**src/design/srd_pkg.sv**
```systemverilog
`timescale 1ns / 1ps
// ----------------------------------------------------------------------------
// srd_pkg
// Types and constants shared by the servo response deframer modules.
// ----------------------------------------------------------------------------
package srd_pkg;

	typedef enum logic [1:0] {
		KIND_ARM  = 2'd0,
		KIND_BYTE = 2'd1,
		KIND_TICK = 2'd2
	} kind_t;

	// Configuration register indexes.
	localparam logic [1:0] CFG_FRAME_BYTES = 2'd0;
	localparam logic [1:0] CFG_CHECKSUM_EN = 2'd1;

	// Width used for all frame position compares; holds any frame length.
	localparam int CMP_W = 5;

	localparam logic [7:0]       HDR_BYTE      = 8'h55;
	localparam logic [7:0]       MAX_LEN_FIELD = 8'd7;
	localparam logic [7:0]       ID_READ_CMD   = 8'd14;
	localparam logic [15:0]      ELAPSED_MAX   = 16'hFFFF;
	localparam logic [CMP_W-1:0] MIN_FRAME     = 5'd6;
	localparam logic [3:0]       FRAME_BYTES_RESET = 4'd7;

	typedef struct packed {
		kind_t       kind;
		logic [7:0]  rx_byte;
		logic [7:0]  want_servo_id;
		logic [7:0]  want_command;
		logic [15:0] wait_limit_ms;
	} item_t;

	typedef struct packed {
		logic               status;
		logic [7:0]         seen_servo_id;
		logic [7:0]         seen_command;
		logic [7:0]         param_low;
		logic [7:0]         param_high;
		logic signed [15:0] position;
	} result_t;

	typedef struct packed {
		logic [3:0] frame_bytes;
		logic       checksum_enable;
	} cfg_t;

endpackage

```
**src/design/srd_parser.sv**
```systemverilog
`timescale 1ns / 1ps
// ----------------------------------------------------------------------------
// srd_parser
// Wait state, timeout counter and byte-at-a-time frame parser with a running
// checksum. Produces at most one result per accepted word, combinationally.
// ----------------------------------------------------------------------------
module srd_parser #(
	parameter int MAX_FRAME = 10
) (
	input  logic            clk,
	input  logic            arst_n,
	input  logic            accept,
	input  srd_pkg::item_t  item,
	input  srd_pkg::cfg_t   cfg,
	output logic            res_valid,
	output srd_pkg::result_t res
);

	localparam int IDX_W = $clog2(MAX_FRAME);
	localparam int CW    = srd_pkg::CMP_W;
	localparam logic [CW-1:0] MAX_N = CW'(MAX_FRAME);

	logic [IDX_W-1:0] idx_q, idx_d;
	logic             waiting_q, waiting_d;
	logic [15:0]      elapsed_q, elapsed_d;
	logic [7:0]       exp_id_q, exp_id_d;
	logic [7:0]       exp_cmd_q, exp_cmd_d;
	logic [15:0]      limit_q, limit_d;

	logic [7:0] sum_q, sum_d;
	logic [7:0] sid_q, sid_d;
	logic [7:0] len_q, len_d;
	logic [7:0] cmd_q, cmd_d;
	logic [7:0] lo_q, lo_d;
	logic [7:0] hi_q, hi_d;
	// One flag per byte position: that byte would close a good checksum if the
	// frame ended there.
	logic [MAX_FRAME-1:0] ok_q, ok_d;

	logic [CW-1:0]    n5;
	logic [CW-1:0]    fb5;
	logic [CW-1:0]    cur5;
	logic [IDX_W-1:0] last_idx;
	logic [7:0]       b;
	logic             is_hdr;
	logic             sum_add;
	logic [7:0]       sum_base;
	logic [7:0]       lo_v;
	logic [7:0]       hi_v;
	logic             sum_ok;
	logic             match;
	logic [15:0]      el_inc;

	always_comb begin
		fb5 = CW'(cfg.frame_bytes);
		if (fb5 < srd_pkg::MIN_FRAME) begin
			n5 = srd_pkg::MIN_FRAME;
		end else if (fb5 > MAX_N) begin
			n5 = MAX_N;
		end else begin
			n5 = fb5;
		end

		cur5     = CW'(idx_q);
		last_idx = IDX_W'(n5 - CW'(1));
		b        = item.rx_byte;
		is_hdr   = (b == srd_pkg::HDR_BYTE);
		// Bytes 2 to 4 always count; parameters count up to the length field plus one.
		sum_add  = (cur5 <= CW'(4)) || (cur5 <= CW'(len_q[2:0]) + CW'(1));
		sum_base = (cur5 == CW'(2)) ? 8'd0 : sum_q;
		lo_v     = (cur5 == CW'(5)) ? b : lo_q;
		hi_v     = (n5 == srd_pkg::MIN_FRAME) ? 8'd0 : ((cur5 == CW'(6)) ? b : hi_q);
		el_inc   = (elapsed_q == srd_pkg::ELAPSED_MAX) ? elapsed_q : elapsed_q + 16'd1;
		sum_ok   = 1'b0;
		match    = (cmd_q == exp_cmd_q) &&
			((exp_cmd_q == srd_pkg::ID_READ_CMD) || (sid_q == exp_id_q));

		idx_d     = idx_q;
		waiting_d = waiting_q;
		elapsed_d = elapsed_q;
		exp_id_d  = exp_id_q;
		exp_cmd_d = exp_cmd_q;
		limit_d   = limit_q;
		sum_d     = sum_q;
		sid_d     = sid_q;
		len_d     = len_q;
		cmd_d     = cmd_q;
		lo_d      = lo_q;
		hi_d      = hi_q;
		ok_d      = ok_q;
		res_valid = 1'b0;
		res       = '0;

		if (accept) begin
			case (item.kind)
				srd_pkg::KIND_ARM: begin
					exp_id_d  = item.want_servo_id;
					exp_cmd_d = item.want_command;
					limit_d   = item.wait_limit_ms;
					elapsed_d = '0;
					idx_d     = '0;
					waiting_d = 1'b1;
				end
				srd_pkg::KIND_BYTE: begin
					if (waiting_q) begin
						if (cur5 == CW'(0)) begin
							if (is_hdr) begin
								idx_d = IDX_W'(1);
							end
						end else if (cur5 == CW'(1)) begin
							idx_d = is_hdr ? IDX_W'(2) : '0;
						end else begin
							sum_d = sum_base + (sum_add ? b : 8'd0);
							ok_d[idx_q] = (b == ~sum_d);
							if (cur5 == CW'(2)) sid_d = b;
							if (cur5 == CW'(3)) len_d = b;
							if (cur5 == CW'(4)) cmd_d = b;
							if (cur5 == CW'(5)) lo_d = b;
							if (cur5 == CW'(6)) hi_d = b;
							if ((cur5 == CW'(4)) && (len_q > srd_pkg::MAX_LEN_FIELD)) begin
								idx_d = '0;
							end else if (cur5 + CW'(1) >= n5) begin
								// Last byte of the frame: it is also the checksum byte.
								// If the frame length was shortened mid-frame, the
								// frame ends at a byte that is already stored.
								idx_d  = '0;
								sum_ok = !cfg.checksum_enable ||
									((cur5 + CW'(1) == n5) ? (b == ~sum_d) : ok_q[last_idx]);
								if (sum_ok && match) begin
									waiting_d         = 1'b0;
									res_valid         = 1'b1;
									res.status        = 1'b0;
									res.seen_servo_id = sid_q;
									res.seen_command  = cmd_q;
									res.param_low     = lo_v;
									res.param_high    = hi_v;
									res.position      = {hi_v, lo_v};
								end
							end else begin
								idx_d = IDX_W'(cur5 + CW'(1));
							end
						end
					end
				end
				srd_pkg::KIND_TICK: begin
					if (waiting_q) begin
						elapsed_d = el_inc;
						if (el_inc >= limit_q) begin
							waiting_d  = 1'b0;
							idx_d      = '0;
							res_valid  = 1'b1;
							res.status = 1'b1;
						end
					end
				end
				default: begin
				end
			endcase
		end
	end

	always_ff @(posedge clk or negedge arst_n) begin
		if (!arst_n) begin
			idx_q     <= '0;
			waiting_q <= 1'b0;
			elapsed_q <= '0;
			exp_id_q  <= '0;
			exp_cmd_q <= '0;
			limit_q   <= '0;
		end else begin
			idx_q     <= idx_d;
			waiting_q <= waiting_d;
			elapsed_q <= elapsed_d;
			exp_id_q  <= exp_id_d;
			exp_cmd_q <= exp_cmd_d;
			limit_q   <= limit_d;
		end
	end

	always_ff @(posedge clk) begin
		sum_q <= sum_d;
		sid_q <= sid_d;
		len_q <= len_d;
		cmd_q <= cmd_d;
		lo_q  <= lo_d;
		hi_q  <= hi_d;
		ok_q  <= ok_d;
	end

endmodule

```
**src/design/servo_response_deframer.sv**
```systemverilog
`timescale 1ns / 1ps
// ----------------------------------------------------------------------------
// servo_response_deframer
// Waits for one bus servo response frame or a millisecond timeout.
// ----------------------------------------------------------------------------
// Every word (arm, received byte or millisecond tick) is taken as it arrives,
// and a new word can follow in the next cycle while item_stall is low: the
// parser keeps a running checksum and the captured frame fields, so the last
// byte of a frame is validated in the same cycle it arrives. An output
// register and a one-word skid register sit behind the parser and hold each
// result; item_stall rises only while both hold results that the downstream
// side has not taken. Configuration writes are always ready and should only
// be issued while no result is pending.
module servo_response_deframer #(
	parameter int MAX_FRAME = 10
) (
	input  logic             clk,
	input  logic             arst_n,
	input  logic             item_valid,
	output logic             item_stall,
	input  srd_pkg::item_t   item,
	output logic             result_valid,
	input  logic             result_stall,
	output srd_pkg::result_t result,
	input  logic             cfg_valid,
	output logic             cfg_ready,
	input  logic [1:0]       cfg_index,
	input  logic [3:0]       cfg_data
);

	srd_pkg::cfg_t    cfg_q;
	srd_pkg::result_t res;
	srd_pkg::result_t out_q;
	srd_pkg::result_t skid_q;
	logic             res_valid;
	logic             accept;
	logic             out_valid_q, out_valid_d;
	logic             skid_valid_q, skid_valid_d;
	logic             pop;
	logic             out_load;
	logic             skid_load;

	assign cfg_ready    = 1'b1;
	assign item_stall   = skid_valid_q;
	assign accept       = item_valid && !skid_valid_q;
	assign result_valid = out_valid_q;
	assign result       = out_q;

	always_ff @(posedge clk or negedge arst_n) begin
		if (!arst_n) begin
			cfg_q.frame_bytes     <= srd_pkg::FRAME_BYTES_RESET;
			cfg_q.checksum_enable <= 1'b1;
		end else if (cfg_valid && cfg_ready) begin
			case (cfg_index)
				srd_pkg::CFG_FRAME_BYTES: cfg_q.frame_bytes     <= cfg_data;
				srd_pkg::CFG_CHECKSUM_EN: cfg_q.checksum_enable <= cfg_data[0];
				default: begin
				end
			endcase
		end
	end

	srd_parser #(
		.MAX_FRAME(MAX_FRAME)
	) u_parser (
		.clk      (clk),
		.arst_n   (arst_n),
		.accept   (accept),
		.item     (item),
		.cfg      (cfg_q),
		.res_valid(res_valid),
		.res      (res)
	);

	// The output register can take a word when it is empty or being drained.
	always_comb begin
		pop          = !out_valid_q || !result_stall;
		out_load     = pop && (skid_valid_q || res_valid);
		skid_load    = res_valid && (!pop || skid_valid_q);
		out_valid_d  = pop ? (skid_valid_q || res_valid) : 1'b1;
		skid_valid_d = pop ? (skid_valid_q && res_valid) : (skid_valid_q || res_valid);
	end

	always_ff @(posedge clk or negedge arst_n) begin
		if (!arst_n) begin
			out_valid_q  <= 1'b0;
			skid_valid_q <= 1'b0;
		end else begin
			out_valid_q  <= out_valid_d;
			skid_valid_q <= skid_valid_d;
		end
	end

	always_ff @(posedge clk) begin
		if (out_load) begin
			out_q <= skid_valid_q ? skid_q : res;
		end
		if (skid_load) begin
			skid_q <= res;
		end
	end

endmodule

```
**config.mk**
```make
export PLATFORM = sky130hd
export DESIGN_NAME = servo_response_deframer
export DESIGN_NICKNAME = d
export VERILOG_FILES = /design/src/design/srd_pkg.sv /design/src/design/srd_parser.sv /design/src/design/servo_response_deframer.sv
export SDC_FILE = /design/constraint.sdc
export NUM_CORES = 1
export LEC_CHECK = 0
export BUFFER_PORTS_ARGS = -buffer_cell sky130_fd_sc_hd__buf_4
export CAP_MARGIN = 20
export CELL_PAD_IN_SITES_DETAIL_PLACEMENT = 1
export CELL_PAD_IN_SITES_GLOBAL_PLACEMENT = 1
export CORE_MARGIN = 2
export CORE_UTILIZATION = 30
export CTS_BUF_LIST = sky130_fd_sc_hd__clkbuf_8
export CTS_CLUSTER_SIZE = 14
export DETAILED_ROUTE_END_ITERATION = 16
export PLACE_DENSITY = 0.61
export SLEW_MARGIN = 10
export SYNTH_ARGS = -nofsm -noshare
export SYNTH_HDL_FRONTEND = slang
export SYNTH_HIERARCHICAL = 1
export SYNTH_SLANG_ARGS = --single-unit
export TNS_END_PERCENT = 100
```
**constraint.sdc**
```tcl
create_clock -name clk -period 6.1 [get_ports clk]
set_input_delay 0.915 -clock clk [delete_from_list [all_inputs] [get_ports clk]]
set_output_delay 0.915 -clock clk [all_outputs]
set_load 0.03 [all_outputs]
```
==> summary.md <==
| Metric | Value |
|---|---|
| Status | `completed` |
| Synth Instances | `~800` |
| Total number of vias | `between 6,000 and 7,000` |
| Period utilization | `around 85%` |
| Die X-Extent | `between 150 and 200 microns` |
| Chip height | `between 150 and 200 microns` |
| DP HPWL | `16.83 mm` |
| ANT cells | `0` |
| Number of flops mapped to enable cells by yosys | `roughly 160` |
| Port-buffer cells | `between 100 and 150` |
| Logic pwr share | `between 15 and 20%` |
| Post-CTS Setup Repair Bufs | `0` |
| Vias per inst | `4.700` |
| Max Clock Freq | `between 150 and 200 MHz` |
| Remaining Overflow, GRT | `0` |
| Worst setup SP type | `flip-flop` |
| Crit path max fanout | `49` |
| Syn_area_per_cell | `13.45 sq um` |
| Synth Warn # | `6` |
| Worst Skew | `0.03132 ns` |
| Post-synthesis sequential area ratio | `a little under three fifths` |
| # fillers | `between 3,000 and 4,000` |
| Initial Util | `a little under a third` |
| Yosys cell types | `75` |
| Reg power frac | `roughly 47%` |
| Worst min-delay path class | `input port to async pin` |
| TritonCTS clock tree | `done` |
| Worst R2R Start | `u_parser/len_q[0]` |
| ANT nets after route | `0` |
| CTS HTree Levels | `2` |
| Fin util | `around 36%` |
| Switching Share | `roughly a quarter` |
| Tmin final | `between 5 and 6 ns` |
| DR WL/cell | `17.24 microns` |
| CTS clk-pin slew, worst paths | `around 0.06 ns` |
| Clock sink count | `216` |
| Layout cells sized above 1 | `~30%` |
| DR DRC count | `0` |
| Worst Setup End Kind | `flip-flop` |
| Top_reg_cell synth | `edfxtp_1` |
| Slew Limit Fails | `0` |
| First-pass GRT wire length | `~39 mm` |
| Worst-margin pin slew | `between 1 and 1.5 ns` |
| CP Launch Point | `u_parser/len_q[0]` |
| LEAKAGE | `approximately 5.4 nW` |
| Post-route cell area | `roughly 13,000 sq um` |
| Num CTS Buffers | `40` |
| Max Cap Viol | `0` |
| Pre-Repair DR Iteration Count | `4` |
| Critical Path AT | `between 5 and 6 ns` |
| Critical path data required time | `between 6 and 7 ns` |
| Mapped Area | `10,840 sq um` |
| Clk root buf | `clkbuf_8` |
| Fin Setup TNS | `0 ns` |
| Hold Vio Cnt, Final | `0` |
| Class of the most critical setup path | `flip-flop to flip-flop` |
| PD cells | `approximately 290 nW/um^2` |
| Synth-to-layout area growth | `17.69%` |
| Clock power frac | `around 38%` |
| Placer Congestion | `just under 0.8` |
| Cts repair resizes | `0` |
| CORE AREA | `35,570 sq um` |
| Clk buf depth | `3` |
| Io pins | `~110` |
| Placed Instance Area | `between 10,000 and 15,000 sq um` |
| Cell count after placement | `1,335` |
| Die ar. | `37,680 sq um` |
| Slew HR | `32.78%` |
| Layout Nets | `about 1,000` |
| Starting DRT DRC Count | `approximately 300` |
| # setup viols final | `0` |
| Row count | `slightly below 70` |
| Drt total wl | `approximately 24 mm` |
| R2R Setup Slk | `0.89 ns` |
| Clk_lat worst skew | `around 0.54 ns` |
| Initial antenna violation count | `1` |
| Hold-fix buffers, CTS | `0` |
| Fin cells | `between 1,000 and 1,500` |
| Internal | `around 2.7 mW` |
| Unrepaired setup endpoints after global routing | `no` |
| Vias in the first global route | `about 6,900` |
| Synth async-reset ratio | `between 20% and 30%` |
| Pin count of the biggest net entering global routing | `just over 60` |
| Sw power | `between 0.9 and 1 mW` |
| Worst vdd ir | `0.1487 mV` |
| FF+latch count, synth | `approximately 220` |
| All-Layer GR Usage | `about an eighth` |
==> power groups by stage <==
| stage | Combinational (mW) | Sequential [mW] | Clock [mW] |
|---|---|---|---|
| after floorplan | 0.402 | 1.72 | 0 |
| after global placement | 0.539 | 1.74 | 0 |
| after detailed placement | 0.556 | 1.75 | 0 |
| after CTS | 0.559 | 1.72 | 1.46 |
| after global routing | 0.627 | 1.73 | 1.52 |
| final | 0.553 | 1.72 | 1.39 |
==> per-stage QoR <==
stage               hold slack [ns]  power (mW)  worst slack, ns
floorplan                    0.4794       2.121           0.3748
CTS                          0.5004       3.737           0.8695
global placement             0.4903       2.284            1.060
finish                       0.4983       3.660           0.8889
detailed placement           0.4980       2.303           0.9063
global route                 0.5276       3.873           0.4659
==> registers in the layout, summed over array words and instances, names as in the netlist, 4 cells and up <==
| name | flops |
|---|---|
| u_parser/exp_id_q | 8 |
| u_parser/exp_cmd_q | 8 |
| u_parser/idx_q | 4 |
| u_parser/sum_q | 8 |
| skid_q | 49 |
| u_parser/lo_q | 8 |
| u_parser/elapsed_q | 16 |
| u_parser/hi_q | 8 |
| cfg_q | 5 |
| u_parser/limit_q | 16 |
| result | 49 |
| u_parser/cmd_q | 8 |
| u_parser/ok_q | 10 |
| u_parser/sid_q | 8 |
| u_parser/len_q | 8 |
==> cells in the mapped netlist, drive strengths merged (6+ instances only) <==
cell | count | area share [%]
a21o | 6 | 0.42
a21oi | 16 | 0.74
a22o | 8 | 0.65
a31oi | 6 | 0.35
and2 | 10 | 0.58
and3 | 10 | 0.58
and4 | 6 | 0.48
buf | 32 | 2.6
clkbuf | 10 | 0.35
dfrtp | 56 | 13
edfxtp | 156 | 43
ha | 43 | 5.0
inv | 49 | 1.7
mux2 | 104 | 12
nand2 | 32 | 1.1
nand3 | 17 | 0.83
nand4 | 7 | 0.40
nor2 | 38 | 1.3
nor2b | 24 | 1.4
nor3 | 7 | 0.32
nor3b | 12 | 0.93
nor4 | 10 | 0.58
o21ai | 25 | 1.2
o31ai | 8 | 0.55
xnor2 | 18 | 1.5
xor2 | 26 | 2.1
==> worst max-delay path: stages (launching register included) <==
cell,delay (ns)
edfxtp_1,0.42
ha_1,0.23
xnor2_1,0.16
ha_1,0.27
nand4_1,0.09
o21ai_0,0.11
a21oi_1,0.15
buf_4,0.18
nor2b_1,0.06
ha_1,0.20
fa_1,0.40
a211oi_1,0.34
nor2_1,0.10
xor2_1,0.17
xnor2_1,0.14
nor4_1,0.36
a41o_1,0.28
nand3_2,0.09
a21boi_1,0.26
nor2_1,0.14
nor2_4,0.15
buf_4,0.51
==> metal layers <==
metal	vias to the layer above	routed length [microns]	share of wire, %	track usage, %
met5	-	13	0.054	0
met4	2	459	1.9	3.872
met3	41	1162	4.8	3.027
met2	118	11230	46	20.31
met1	3294	11420	47	17.36
li1	3167	-	-	-
==> path summary, 6_finish.rpt <==
| path | endpoint | cells past startpoint |
|---|---|---|
| min in group clk | u_parser/limit_q[14] | 1 |
| min reg2reg | u_parser/limit_q[14] | 1 |
| min | u_parser/exp_id_q[3] | 1 |
| max reg2reg | result[18] | 21 |
| max in group asynchronous | item_stall | 1 |
| max | result[18] | 21 |
==> cell type report <==
| type | instances | area, sq um | share of cell area, % |
|---|---|---|---|
| clock buffers | 43 | 591.8 | 4.637 |
| clock inverters | 30 | 209.0 | 1.637 |
| inverters | 51 | 192.7 | 1.510 |
| multi-input cells | 498 | 4151 | 32.53 |
| flip-flops and latches | 216 | 6195 | 48.54 |
| well taps | 461 | 576.8 | 4.520 |
| repair buffers | 110 | 845.8 | 6.627 |
==> layout by cell type (no fill, tap or decap), types with 4 or more instances in the layout <==
master    count
clkinv_2      9
a22o_1        8
nor3b_1      11
and4_1        6
nand3b_1      4
nor2_1       37
clkinv_1     10
a21oi_1      16
o211ai_1      4
edfxtp_1    156
nand3_1      16
inv_1        57
a31oi_1       6
nand4_1       7
dfstp_2       4
or3_1         5
mux2_2       57
nand2b_1      5
and2_1        9
buf_4       109
and3_1       10
xor2_1       26
clkbuf_8     43
xnor2_1      18
dfrtp_1      55
nor4_1       10
nand2_1      32
o21ai_0      25
ha_1         43
o31ai_1       8
nor3_1        7
a21o_1        6
nor2b_1      24
mux2_4       47
a211oi_1      4
==> kinds of logic (layout without fill, tap and decap cells) <==
group           Yosys count  in the layout  share of synthesized area (%)
simple gates            198            198                          10.25
other cells               2              3                        0.06925
buf+inv                  93            234                          4.742
flops                   216            216                          57.09
fa+ha+maj                45             45                          5.250
mux                     106            106                          12.61
xor+xnor                 44             44                          3.554
compound gates          102            102                          6.439
Note: power is estimated with default switching activity, not from simulation.
